## config.mk

```make
export PLATFORM = sky130hd
export DESIGN_NAME = nec_ir_frame_decoder_core
export DESIGN_NICKNAME = d
export VERILOG_FILES = /design/src/sv/nec_ird_pkg.sv /design/src/sv/nec_ir_frame_decoder_core.sv /design/src/sv/nec_ird_step.sv
export SDC_FILE = /design/constraint.sdc
export NUM_CORES = 1
export LEC_CHECK = 0
export BUFFER_PORTS_ARGS = -buffer_cell sky130_fd_sc_hd__buf_4
export CELL_PAD_IN_SITES_DETAIL_PLACEMENT = 0
export CELL_PAD_IN_SITES_GLOBAL_PLACEMENT = 1
export CORE_MARGIN = 4
export CORE_UTILIZATION = 30
export DETAILED_ROUTE_END_ITERATION = 8
export PLACE_DENSITY = 0.67
export RECOVER_POWER = 100
export SLEW_MARGIN = 25
export SYNTH_ARGS = -nofsm -noshare
export SYNTH_HDL_FRONTEND = slang
export SYNTH_HIERARCHICAL = 1
export SYNTH_SLANG_ARGS = --single-unit
export TNS_END_PERCENT = 30
```

## constraint.sdc

```tcl
create_clock -name clock -period 4.8 [get_ports clock]
set_input_delay 0.24 -clock clock [delete_from_list [all_inputs] [get_ports clock]]
set_output_delay 0.24 -clock clock [all_outputs]
set_load 0.01 [all_outputs]
```

## src/sv/nec_ird_pkg.sv

```systemverilog
// Shared types, register indexes and helpers for the NEC IR frame decoder.
// Used by the step logic, the top level and the port checker; no dependencies.
package nec_ird_pkg;

   localparam int TIME_W      = 16;
   localparam int COUNT_W     = 6;
   localparam int BITS_W      = 32;
   localparam int CSR_INDEX_W = 3;
   localparam int CSR_DATA_W  = 16;
   localparam int REQ_DATA_W  = 16;
   localparam int RSP_DATA_W  = 32;

   localparam logic [COUNT_W-1:0] FIRST_DATA_EDGE = 6'd3;
   localparam logic [COUNT_W-1:0] FRAME_EDGES     = 6'd34;
   localparam logic [COUNT_W-1:0] RESTART_COUNT   = 6'd1;
   localparam logic [7:0]         BYTE_MASK       = 8'hFF;

   localparam logic [TIME_W-1:0] ONE_THRESHOLD_RESET = 16'd1800;
   localparam logic [TIME_W-1:0] GAP_LIMIT_RESET     = 16'd3000;
   localparam logic [7:0]        START_CODE_RESET    = 8'h10;
   localparam logic [7:0]        STOP_CODE_RESET     = 8'h11;

   localparam logic [CSR_INDEX_W-1:0] CSR_EXPECTED_ADDRESS = 3'd0;
   localparam logic [CSR_INDEX_W-1:0] CSR_ONE_THRESHOLD    = 3'd1;
   localparam logic [CSR_INDEX_W-1:0] CSR_GAP_LIMIT        = 3'd2;
   localparam logic [CSR_INDEX_W-1:0] CSR_START_CODE       = 3'd3;
   localparam logic [CSR_INDEX_W-1:0] CSR_STOP_CODE        = 3'd4;

   typedef enum logic [1:0] {
      STATUS_VALID        = 2'd0,
      STATUS_ADDR_MISMATCH = 2'd1,
      STATUS_INVERSE_FAIL = 2'd2
   } status_type;

   typedef enum logic [1:0] {
      CMD_NONE  = 2'd0,
      CMD_START = 2'd1,
      CMD_STOP  = 2'd2
   } command_type;

   typedef struct packed {
      logic [TIME_W-1:0] expected_address;
      logic [TIME_W-1:0] one_threshold_ticks;
      logic [TIME_W-1:0] gap_limit_ticks;
      logic [7:0]        start_code;
      logic [7:0]        stop_code;
   } cfg_type;

   typedef struct packed {
      logic [TIME_W-1:0]  last_edge_time;
      logic [COUNT_W-1:0] edge_count;
      logic [BITS_W-1:0]  frame_bits;
   } state_type;

   typedef struct packed {
      command_type       command;
      logic [7:0]        command_byte;
      logic [TIME_W-1:0] address;
      status_type        frame_status;
   } result_type;

   function automatic logic [7:0] flip_byte(input logic [7:0] v);
      logic [7:0] r;
      for (int i = 0; i < 8; i++) begin
         r[i] = v[7-i];
      end
      return r;
   endfunction

endpackage

```

## src/sv/nec_ir_frame_decoder_core.sv

```systemverilog
// Top level of the NEC-extended IR frame decoder: request register, decode
// step, result register and configuration registers. Depends on nec_ird_pkg
// and nec_ird_step.
//
// Usage:
//   req_* carries one falling-edge capture time per request (tdata[15:0]).
//   rsp_* carries one result per completed frame; edges that do not
//   end a frame produce no result. csr_* writes the five setup registers;
//   the user must write them only while the block is idle; the block does not enforce this.
// Flow: a request lands in the request register at the accepting edge,
//   is decoded at the next edge that it can leave that register, and its
//   result is shown on rsp_* from that edge on.
// Throughput: one request per cycle unless a frame ends while a result waits,
//   set by the single decode step between the request register and the result register.
// Reset: clears the edge count, the last capture time, the shift register,
//   both valid flags, and loads the register reset values.
// Stall: while a result waits, one more request is taken into the request
//   register; it is decoded as soon as the result is taken, or at once when
//   it ends no frame.
module nec_ir_frame_decoder_core (
   input  logic                                   clock,
   input  logic                                   reset,
   input  logic                                   req_tvalid,
   output logic                                   req_tready,
   input  logic [nec_ird_pkg::REQ_DATA_W-1:0]     req_tdata,   // [15:0] capture_time
   output logic                                   rsp_tvalid,
   input  logic                                   rsp_tready,
   // [1:0] frame_status, [17:2] address, [25:18] command_byte, [27:26] command,
   // [31:28] zero
   output logic [nec_ird_pkg::RSP_DATA_W-1:0]     rsp_tdata,
   input  logic                                   csr_we,
   input  logic [nec_ird_pkg::CSR_INDEX_W-1:0]    csr_index,
   input  logic [nec_ird_pkg::CSR_DATA_W-1:0]     csr_wdata
);
   import nec_ird_pkg::*;

   cfg_type           cfg_ff;
   state_type         state_ff;
   state_type         state_in;
   logic              req_valid_ff;
   logic [TIME_W-1:0] req_time_ff;
   logic              rsp_valid_ff;
   result_type        rsp_data_ff;
   logic              emit;
   result_type        result;
   logic              advance;
   logic              rsp_free;

   nec_ird_step u_step (
      .cfg          (cfg_ff),
      .state        (state_ff),
      .capture_time (req_time_ff),
      .state_next   (state_in),
      .emit         (emit),
      .result       (result)
   );

   assign rsp_free   = !rsp_valid_ff || rsp_tready;
   assign advance    = req_valid_ff && (rsp_free || !emit);
   assign req_tready = !req_valid_ff || advance;

   always_ff @(posedge clock) begin
      if (reset) begin
         cfg_ff.expected_address    <= '0;
         cfg_ff.one_threshold_ticks <= ONE_THRESHOLD_RESET;
         cfg_ff.gap_limit_ticks     <= GAP_LIMIT_RESET;
         cfg_ff.start_code          <= START_CODE_RESET;
         cfg_ff.stop_code           <= STOP_CODE_RESET;
      end else if (csr_we) begin
         unique case (csr_index)
            CSR_EXPECTED_ADDRESS: cfg_ff.expected_address    <= csr_wdata;
            CSR_ONE_THRESHOLD:    cfg_ff.one_threshold_ticks <= csr_wdata;
            CSR_GAP_LIMIT:        cfg_ff.gap_limit_ticks     <= csr_wdata;
            CSR_START_CODE:       cfg_ff.start_code          <= csr_wdata[7:0];
            CSR_STOP_CODE:        cfg_ff.stop_code           <= csr_wdata[7:0];
            default: begin
            end
         endcase
      end
   end

   always_ff @(posedge clock) begin
      if (reset) begin
         req_valid_ff <= 1'b0;
      end else if (req_tready) begin
         req_valid_ff <= req_tvalid;
      end
   end

   always_ff @(posedge clock) begin
      if (req_tready && req_tvalid) begin
         req_time_ff <= req_tdata[TIME_W-1:0];
      end
   end

   always_ff @(posedge clock) begin
      if (reset) begin
         state_ff <= '0;
      end else if (advance) begin
         state_ff <= state_in;
      end
   end

   always_ff @(posedge clock) begin
      if (reset) begin
         rsp_valid_ff <= 1'b0;
      end else if (advance && emit) begin
         rsp_valid_ff <= 1'b1;
      end else if (rsp_tready) begin
         rsp_valid_ff <= 1'b0;
      end
   end

   always_ff @(posedge clock) begin
      if (advance && emit) begin
         rsp_data_ff <= result;
      end
   end

   assign rsp_tvalid = rsp_valid_ff;
   assign rsp_tdata  = {4'b0000, rsp_data_ff};

endmodule

```

## src/sv/nec_ird_step.sv

```systemverilog
// Per-edge decode step: interval, bit shift, frame check and command mapping.
// Depends on nec_ird_pkg.
module nec_ird_step (
   input  nec_ird_pkg::cfg_type                  cfg,
   input  nec_ird_pkg::state_type                state,
   input  logic [nec_ird_pkg::TIME_W-1:0]        capture_time,
   output nec_ird_pkg::state_type                state_next,
   output logic                                  emit,
   output nec_ird_pkg::result_type               result
);
   import nec_ird_pkg::*;

   logic [TIME_W-1:0]  interval;
   logic [COUNT_W-1:0] count_inc;
   logic               in_data;
   logic               gap;
   logic               done;
   logic [BITS_W-1:0]  shifted;
   logic [7:0]         lo_byte;
   logic [7:0]         hi_byte;
   logic [7:0]         cmd_byte;
   logic [7:0]         inv_byte;
   logic [TIME_W-1:0]  addr;
   status_type         status;

   assign interval  = capture_time - state.last_edge_time;
   assign count_inc = state.edge_count + 6'd1;
   assign in_data   = (count_inc >= FIRST_DATA_EDGE) && (count_inc <= FRAME_EDGES);
   assign gap       = in_data && (interval > cfg.gap_limit_ticks);
   assign shifted   = {state.frame_bits[BITS_W-2:0], interval >= cfg.one_threshold_ticks};
   assign done      = in_data && !gap && (count_inc == FRAME_EDGES);

   assign lo_byte  = flip_byte(shifted[31:24]);
   assign hi_byte  = flip_byte(shifted[23:16]);
   assign cmd_byte = flip_byte(shifted[15:8]);
   assign inv_byte = flip_byte(shifted[7:0]);
   assign addr     = {hi_byte, lo_byte};

   always_comb begin
      state_next.last_edge_time = capture_time;
      priority if (gap) begin
         state_next.edge_count = RESTART_COUNT;
         state_next.frame_bits = '0;
      end else if (done) begin
         state_next.edge_count = '0;
         state_next.frame_bits = '0;
      end else begin
         state_next.edge_count = count_inc;
         state_next.frame_bits = in_data ? shifted : state.frame_bits;
      end
   end

   always_comb begin
      priority if (addr != cfg.expected_address) begin
         status = STATUS_ADDR_MISMATCH;
      end else if ((cmd_byte ^ inv_byte) != BYTE_MASK) begin
         status = STATUS_INVERSE_FAIL;
      end else begin
         status = STATUS_VALID;
      end
   end

   always_comb begin
      result.frame_status = status;
      result.address      = addr;
      result.command_byte = cmd_byte;
      priority if (status != STATUS_VALID) begin
         result.command = CMD_NONE;
      end else if (cmd_byte == cfg.start_code) begin
         result.command = CMD_START;
      end else if (cmd_byte == cfg.stop_code) begin
         result.command = CMD_STOP;
      end else begin
         result.command = CMD_NONE;
      end
   end

   assign emit = done;

endmodule

```

==> results.sh, run 1 <==
export IMPL_status="complete, but fails checks"
export IMPL_violations="capacitance limit, slew limit"
export IMPL_cp_required_ns=4.89
export IMPL_grt_pass1_wl_mm=33.1
export IMPL_grt_use_total_pct=12.3
export IMPL_num_vias=6383
export IMPL_avgSynthCellArea_um2=9.40
export IMPL_seqPwrFrac_pct=43.4
export IMPL_dpl_cell_area_mm2=0.00952
export IMPL_total_leakage_power_nw=3.87
export IMPL_grt_start_max_net_pins=131
export IMPL_postRouteAntennaNets=0
export IMPL_finalInstanceArea_mm2=0.0101
export IMPL_wl_met3_um=719
export IMPL_post_dp_hpwl_mm=14.0
export IMPL_regArea_mm2=0.00370
export IMPL_clk_pin_slew_ns=0.07
export IMPL_timing_final_crit_share_pct=91.8
export IMPL_numClockSinks=163
export IMPL_cts_root_buf="clkbuf_16"
export IMPL_critPathMaxFanout=16
export IMPL_dr_wl_met2_mm=9.48
export IMPL_startpoint_type="flop"
export IMPL_initial_core_util_pct=30.4
export IMPL_pin_count=74
export IMPL_yosysWarnings=6
export IMPL_insertion_delay_ns=0.43
export IMPL_gp_congestion=0.856
export IMPL_p_comb_share_pct=16.2
export IMPL_core_mm2=0.0296
export IMPL_top_layer_used="met4"
export IMPL_power_switching_uw=959
export IMPL_clockPowerShare_pct=40.3
export IMPL_wl_per_cell_um=14.6
export IMPL_fin_cells=1379
export IMPL_fp_dieW_um=181
export IMPL_drive_gt1_share_pct=8.80
export IMPL_numCtsBuffers=17
export IMPL_finalSetupTns_ns=0
export IMPL_drc=0
export IMPL_cts_tree="yes"
export IMPL_hold_slack_ns=0.0748
export IMPL_period_minus_slack_ns=4.41
export IMPL_area_growth_pct=12.2
export IMPL_grt_pass1_vias=6144
export IMPL_totalWireLength_mm=20.1
export IMPL_wl_met1_mm=9.59
export IMPL_std_cell_rows=63
export IMPL_dp_cells=1330
export IMPL_p_int_mw=2.41
export IMPL_criticalPathCategory="reg2reg"
export IMPL_hold_class="in2reg"
export IMPL_n_antenna_cell=0
export IMPL_power_density_mw_per_mm2=333
export IMPL_antenna_found_initial=0
export IMPL_slew_headroom_pct=-41.8
export IMPL_setup_viol=0
export IMPL_cts_max_level=4
export IMPL_mappedNetlistArea_mm2=0.00901
export IMPL_rsz0062_at_grt="no"
export IMPL_finalHoldViolCount=0
export IMPL_fmax_ghz=0.227
export IMPL_fin_worst_skew_ns=0.0166
export IMPL_die_y_um=181
export IMPL_worst_slew_pin_slew_ns=2.13
export IMPL_critPathArrivalTime_ns=4.50
export IMPL_multiInputGateArea_mm2=0.00453
export IMPL_p_sw_share_pct=28.5
export IMPL_total_power_mw=3.37
export IMPL_dieArea_mm2=0.0329
export IMPL_end_kind="flop"
export IMPL_clockBufferDepth=2
export IMPL_firstDrtPassIters=4
export IMPL_drtIter0Drc=388
export IMPL_numPortBuffers=69
export IMPL_syn_instance_count=958
export IMPL_via_per_inst=4.63
export IMPL_fin_nets=1067
export IMPL_nFillCells=3119
export IMPL_grt_overflow=0
export IMPL_peakVddDrop_mv=0.232
export IMPL_report_final_slew_viol_count=182
export IMPL_maxCapViolCount=2
per-layer routing:
metal  vias up  global-route usage [%]
met5         -                       0
met4         0                    3.30
met3        16                    2.52
met2       109                    20.0
met1      2997                    16.8
li1       3261                       -
power by group through the flow:
stage | clock [mW] | sequential, mW | combinational [mW]
2_1_floorplan | 0 | 1.49 | 0.401
3_3_place_gp | 0 | 1.49 | 0.532
3_5_place_dp | 0 | 1.49 | 0.537
4_1_cts | 1.40 | 1.46 | 0.552
5_1_grt | 1.45 | 1.47 | 0.619
6_report | 1.36 | 1.46 | 0.547
worst paths after layout:
path	from	to	slack (ns)	depth (start not counted)
max	req_time_ff[3]	req_time_ff[5]	0.39	15
min reg2reg	cfg_ff[34]	cfg_ff[34]	0.45	2
max reg2reg	req_time_ff[3]	req_time_ff[5]	0.39	15
min	csr_wdata[8]	cfg_ff[40]	0.07	3
flip-flops by register name, indices dropped and copies added, names as in the netlist:
register      count
rsp_tdata        28
req_valid_ff      1
req_time_ff      16
state_ff         53
rsp_tvalid        1
cfg_ff           64
critical path, stage by stage (launching register included):
cell,delay (ns)
edfxtp_1,0.41
ha_1,0.25
or4_1,0.55
o22a_1,0.25
a311oi_1,0.30
o21bai_1,0.11
xnor2_1,0.24
ha_1,0.30
a21o_1,0.20
a211oi_1,0.22
and3_1,0.20
o21ai_1,0.15
a21oi_2,0.22
clkbuf_1,0.22
a31oi_2,0.11
clkbuf_2,0.33
what timing repair did:
action	in CTS	in global routing
hold endpoints to repair	15	1
setup buffers	0	1
gates resized for setup	1	1
hold buffers	15	1
pin swaps	0	1
setup endpoints to repair	1	1
through the flow:
stage | setup WS, ns | util, %
after detailed placement | 0.378 | 32.1
after global placement | 0.465 | 32.1
after floorplan | 0.0603 | -
after CTS | 0.121 | 34.6
final | 0.392 | 34.1
after global routing | 0.0435 | 34.1
cell usage in the layout, fill, tap and decap left out, drive strengths merged, types with 28 or more instances in the layout:
cell	count
a21oi	71
edfxtp	44
ha	50
inv	61
clkbuf	70
xor2	28
nand2b	110
a22o	31
nand2	107
dfxtp	119
xnor2	30
mux2i	59
final cells by class:
cell class                 instances  area share, %
clock inverter                    14           1.46
timing repair buffer              93           5.99
clock buffer                      18           4.25
inverter                          54           2.01
multi-input combinational        647           44.8
sequential                       163           36.6
tap                              390           4.83
No activity file was read; power rests on OpenSTA's default activity.
==> run 2, diff against run 1 <==
--- a/config.mk
+++ b/config.mk
@@ -9,9 +9,10 @@
 export CELL_PAD_IN_SITES_DETAIL_PLACEMENT = 0
 export CELL_PAD_IN_SITES_GLOBAL_PLACEMENT = 1
 export CORE_MARGIN = 4
-export CORE_UTILIZATION = 30
+export CORE_UTILIZATION = 42
 export DETAILED_ROUTE_END_ITERATION = 8
-export PLACE_DENSITY = 0.67
+export GPL_TIMING_DRIVEN = 0
+export PLACE_DENSITY = 0.85
 export RECOVER_POWER = 100
 export SLEW_MARGIN = 25
 export SYNTH_ARGS = -nofsm -noshare
==> run 2 against run 1 <==
The run now ends clean. Wire length up 2.7%. Largest cell class unchanged. Clock power is essentially flat. Total power rose by 0.17%. Combinational power is 6.2% higher.
==> results.sh, run 2 (synthesis gave the netlist of run 1 again) <==
export IMPL_end_kind="flop"
export IMPL_mostFrequentLayoutCells="119 x dfxtp_1, 110 x nand2b_1, 103 x nand2_1, 70 x a21oi_1, 61 x clkbuf_1"
export IMPL_p_comb_share_pct=17.2
export IMPL_cts_tree="yes"
export IMPL_clockBufferDepth=2
export IMPL_power_density_mw_per_mm2=320
export IMPL_cts_max_level=4
export IMPL_final_common_cell="dfxtp_1"
export IMPL_antenna_found_initial=0
export IMPL_n_antenna_cell=0
export IMPL_status="finished clean"
export IMPL_criticalPathCategory="reg2reg"
export IMPL_post_cts_buffers=0
export IMPL_final_util_pct=50.0
export IMPL_finalHoldViolCount=0
export IMPL_firstDrtPassIters=5
export IMPL_rsz0062_at_grt="no"
export IMPL_std_cell_rows=53
export IMPL_cp_num_buf_inv=2
export IMPL_peakVddDrop_mv=0.248
export IMPL_startpoint_type="flop"
export IMPL_cp_required_ns=4.97
export IMPL_postRouteAntennaNets=0
export IMPL_grt_start_max_net_pins=18
export IMPL_wl_per_cell_um=15.2
export IMPL_dp_slack_ns=-0.815
export IMPL_seqPwrFrac_pct=43.4
export IMPL_hold_class="in2reg"
export IMPL_die_y_um=154
export IMPL_p_sw_share_pct=28.9
export IMPL_gp_congestion=0.835
export IMPL_grt_overflow=0
export IMPL_numClockSinks=163
export IMPL_numCtsBuffers=17
export IMPL_drive_gt1_share_pct=14.2
export IMPL_critPathMaxFanout=12
export IMPL_setup_slack_ns=0.200
export IMPL_slowest_stage="or4_1"
export IMPL_fmax_ghz=0.217
export IMPL_largest_register="cfg_ff"
export IMPL_finalSetupTns_ns=0
export IMPL_fp_dieW_um=154
export IMPL_fin_nets=1158
export IMPL_drtIter0Drc=379
export IMPL_totalWireLength_mm=20.6
export IMPL_via_per_inst=5.02
export IMPL_grt_pass1_wl_mm=34.1
export IMPL_clk_pin_slew_ns=0.07
export IMPL_pin_count=74
export IMPL_maxCapViolCount=0
export IMPL_cts_root_buf="clkbuf_16"
export IMPL_insertion_delay_ns=0.43
export IMPL_total_leakage_power_nw=4.20
export IMPL_total_power_mw=3.37
export IMPL_report_final_slew_viol_count=0
export IMPL_timing_final_crit_share_pct=95.8
export IMPL_slew_headroom_pct=53.1
export IMPL_power_switching_uw=975
export IMPL_crit_top_cell="ha_1"
export IMPL_setup_viol=0
export IMPL_grt_use_total_pct=17.7
export IMPL_slowest_delay_ns=0.53
export IMPL_p_int_mw=2.40
export IMPL_dieArea_mm2=0.0239
export IMPL_largest_reg_flops=64
export IMPL_path_delay_family="compound AO/OA/AOI/OAI gates"
export IMPL_cp_cell_sequence="ha_1 > or4_1 > o22a_1 > a311oi_1 > o21bai_1 > xnor2_1 > ha_1 > a21o_1 > a211oi_1 > and3_1 > o21ai_2 > a21oi_4 > a21boi_0 > buf_4 > buf_6 > and2_2"
export IMPL_clockPowerShare_pct=39.4
export IMPL_drc=0
export IMPL_fin_worst_skew_ns=0.0125
export IMPL_initial_core_util_pct=42.7
export IMPL_critPathArrivalTime_ns=4.77
export IMPL_post_dp_hpwl_mm=15.0
export IMPL_area_growth_pct=17.1
export IMPL_num_vias=6800
export IMPL_numPortBuffers=68
export IMPL_worst_slew_pin_slew_ns=0.704
export IMPL_core_mm2=0.0211
export IMPL_grt_pass1_vias=6510
export IMPL_period_minus_slack_ns=4.60
run 2: final timing paths:
check | startpoint | endpoint | slack, ns | depth (start not counted)
max | req_time_ff[3] | rsp_tdata[19] | 0.20 | 16
min reg2reg | cfg_ff[22] | cfg_ff[22] | 0.46 | 2
max reg2reg | req_time_ff[3] | rsp_tdata[19] | 0.20 | 16
min | csr_wdata[11] | cfg_ff[27] | 0.07 | 3
run 2: tightest hold or removal path: stages:
cell and delay, ns:
buf_4 0.11, nor3_1 0.05, nor2_1 0.07
run 2: layout make-up:
class / count / area [um2]
fill: 2057 / 10500
multi-input combinational: 649 / 4550
sequential: 163 / 3700
buffer: 97 / 603
timing repair buffer: 85 / 563
clock buffer: 18 / 439
tap: 275 / 344
inverter: 54 / 203
clock inverter: 14 / 141
run 2: metrics by stage:
stage | cells | hold WS [ns] | instance area [um2]
finish | 1355 | 0.0738 | 10500
global placement | 1304 | 0.418 | 9870
detailed placement | 1305 | 0.420 | 9890
floorplan | 961 | 0.339 | 9020
CTS | 1354 | 0.0548 | 10700
global route | 1355 | 0.0594 | 10500
run 2: routing by layer:
| layer | wire length, um | global-route usage, % | up-vias |
|---|---|---|---|
| li1 | - | - | 3449 |
| met2 | 9780 | 29.1 | 145 |
| met1 | 9690 | 23.9 | 3184 |
| met4 | 280 | 5.17 | 0 |
| met5 | 0 | 0 | - |
| met3 | 878 | 3.25 | 22 |
run 2: power by group through the flow:
stage          clock network (mW)  logic [mW]  registers, mW
2_1_floorplan                   0       0.401           1.49
3_3_place_gp                    0       0.544           1.49
3_5_place_dp                    0       0.552           1.49
4_1_cts                      1.36       0.574           1.46
5_1_grt                      1.42       0.657           1.47
6_report                     1.33       0.581           1.46
run 2: repair_timing:
item,4_1_cts,5_1_grt
gates resized for setup,7,5
endpoints found under the setup margin,38,28
cloned,1,1
pin swaps,0,1
hold buffers,16,0
endpoints found under the hold margin,16,0
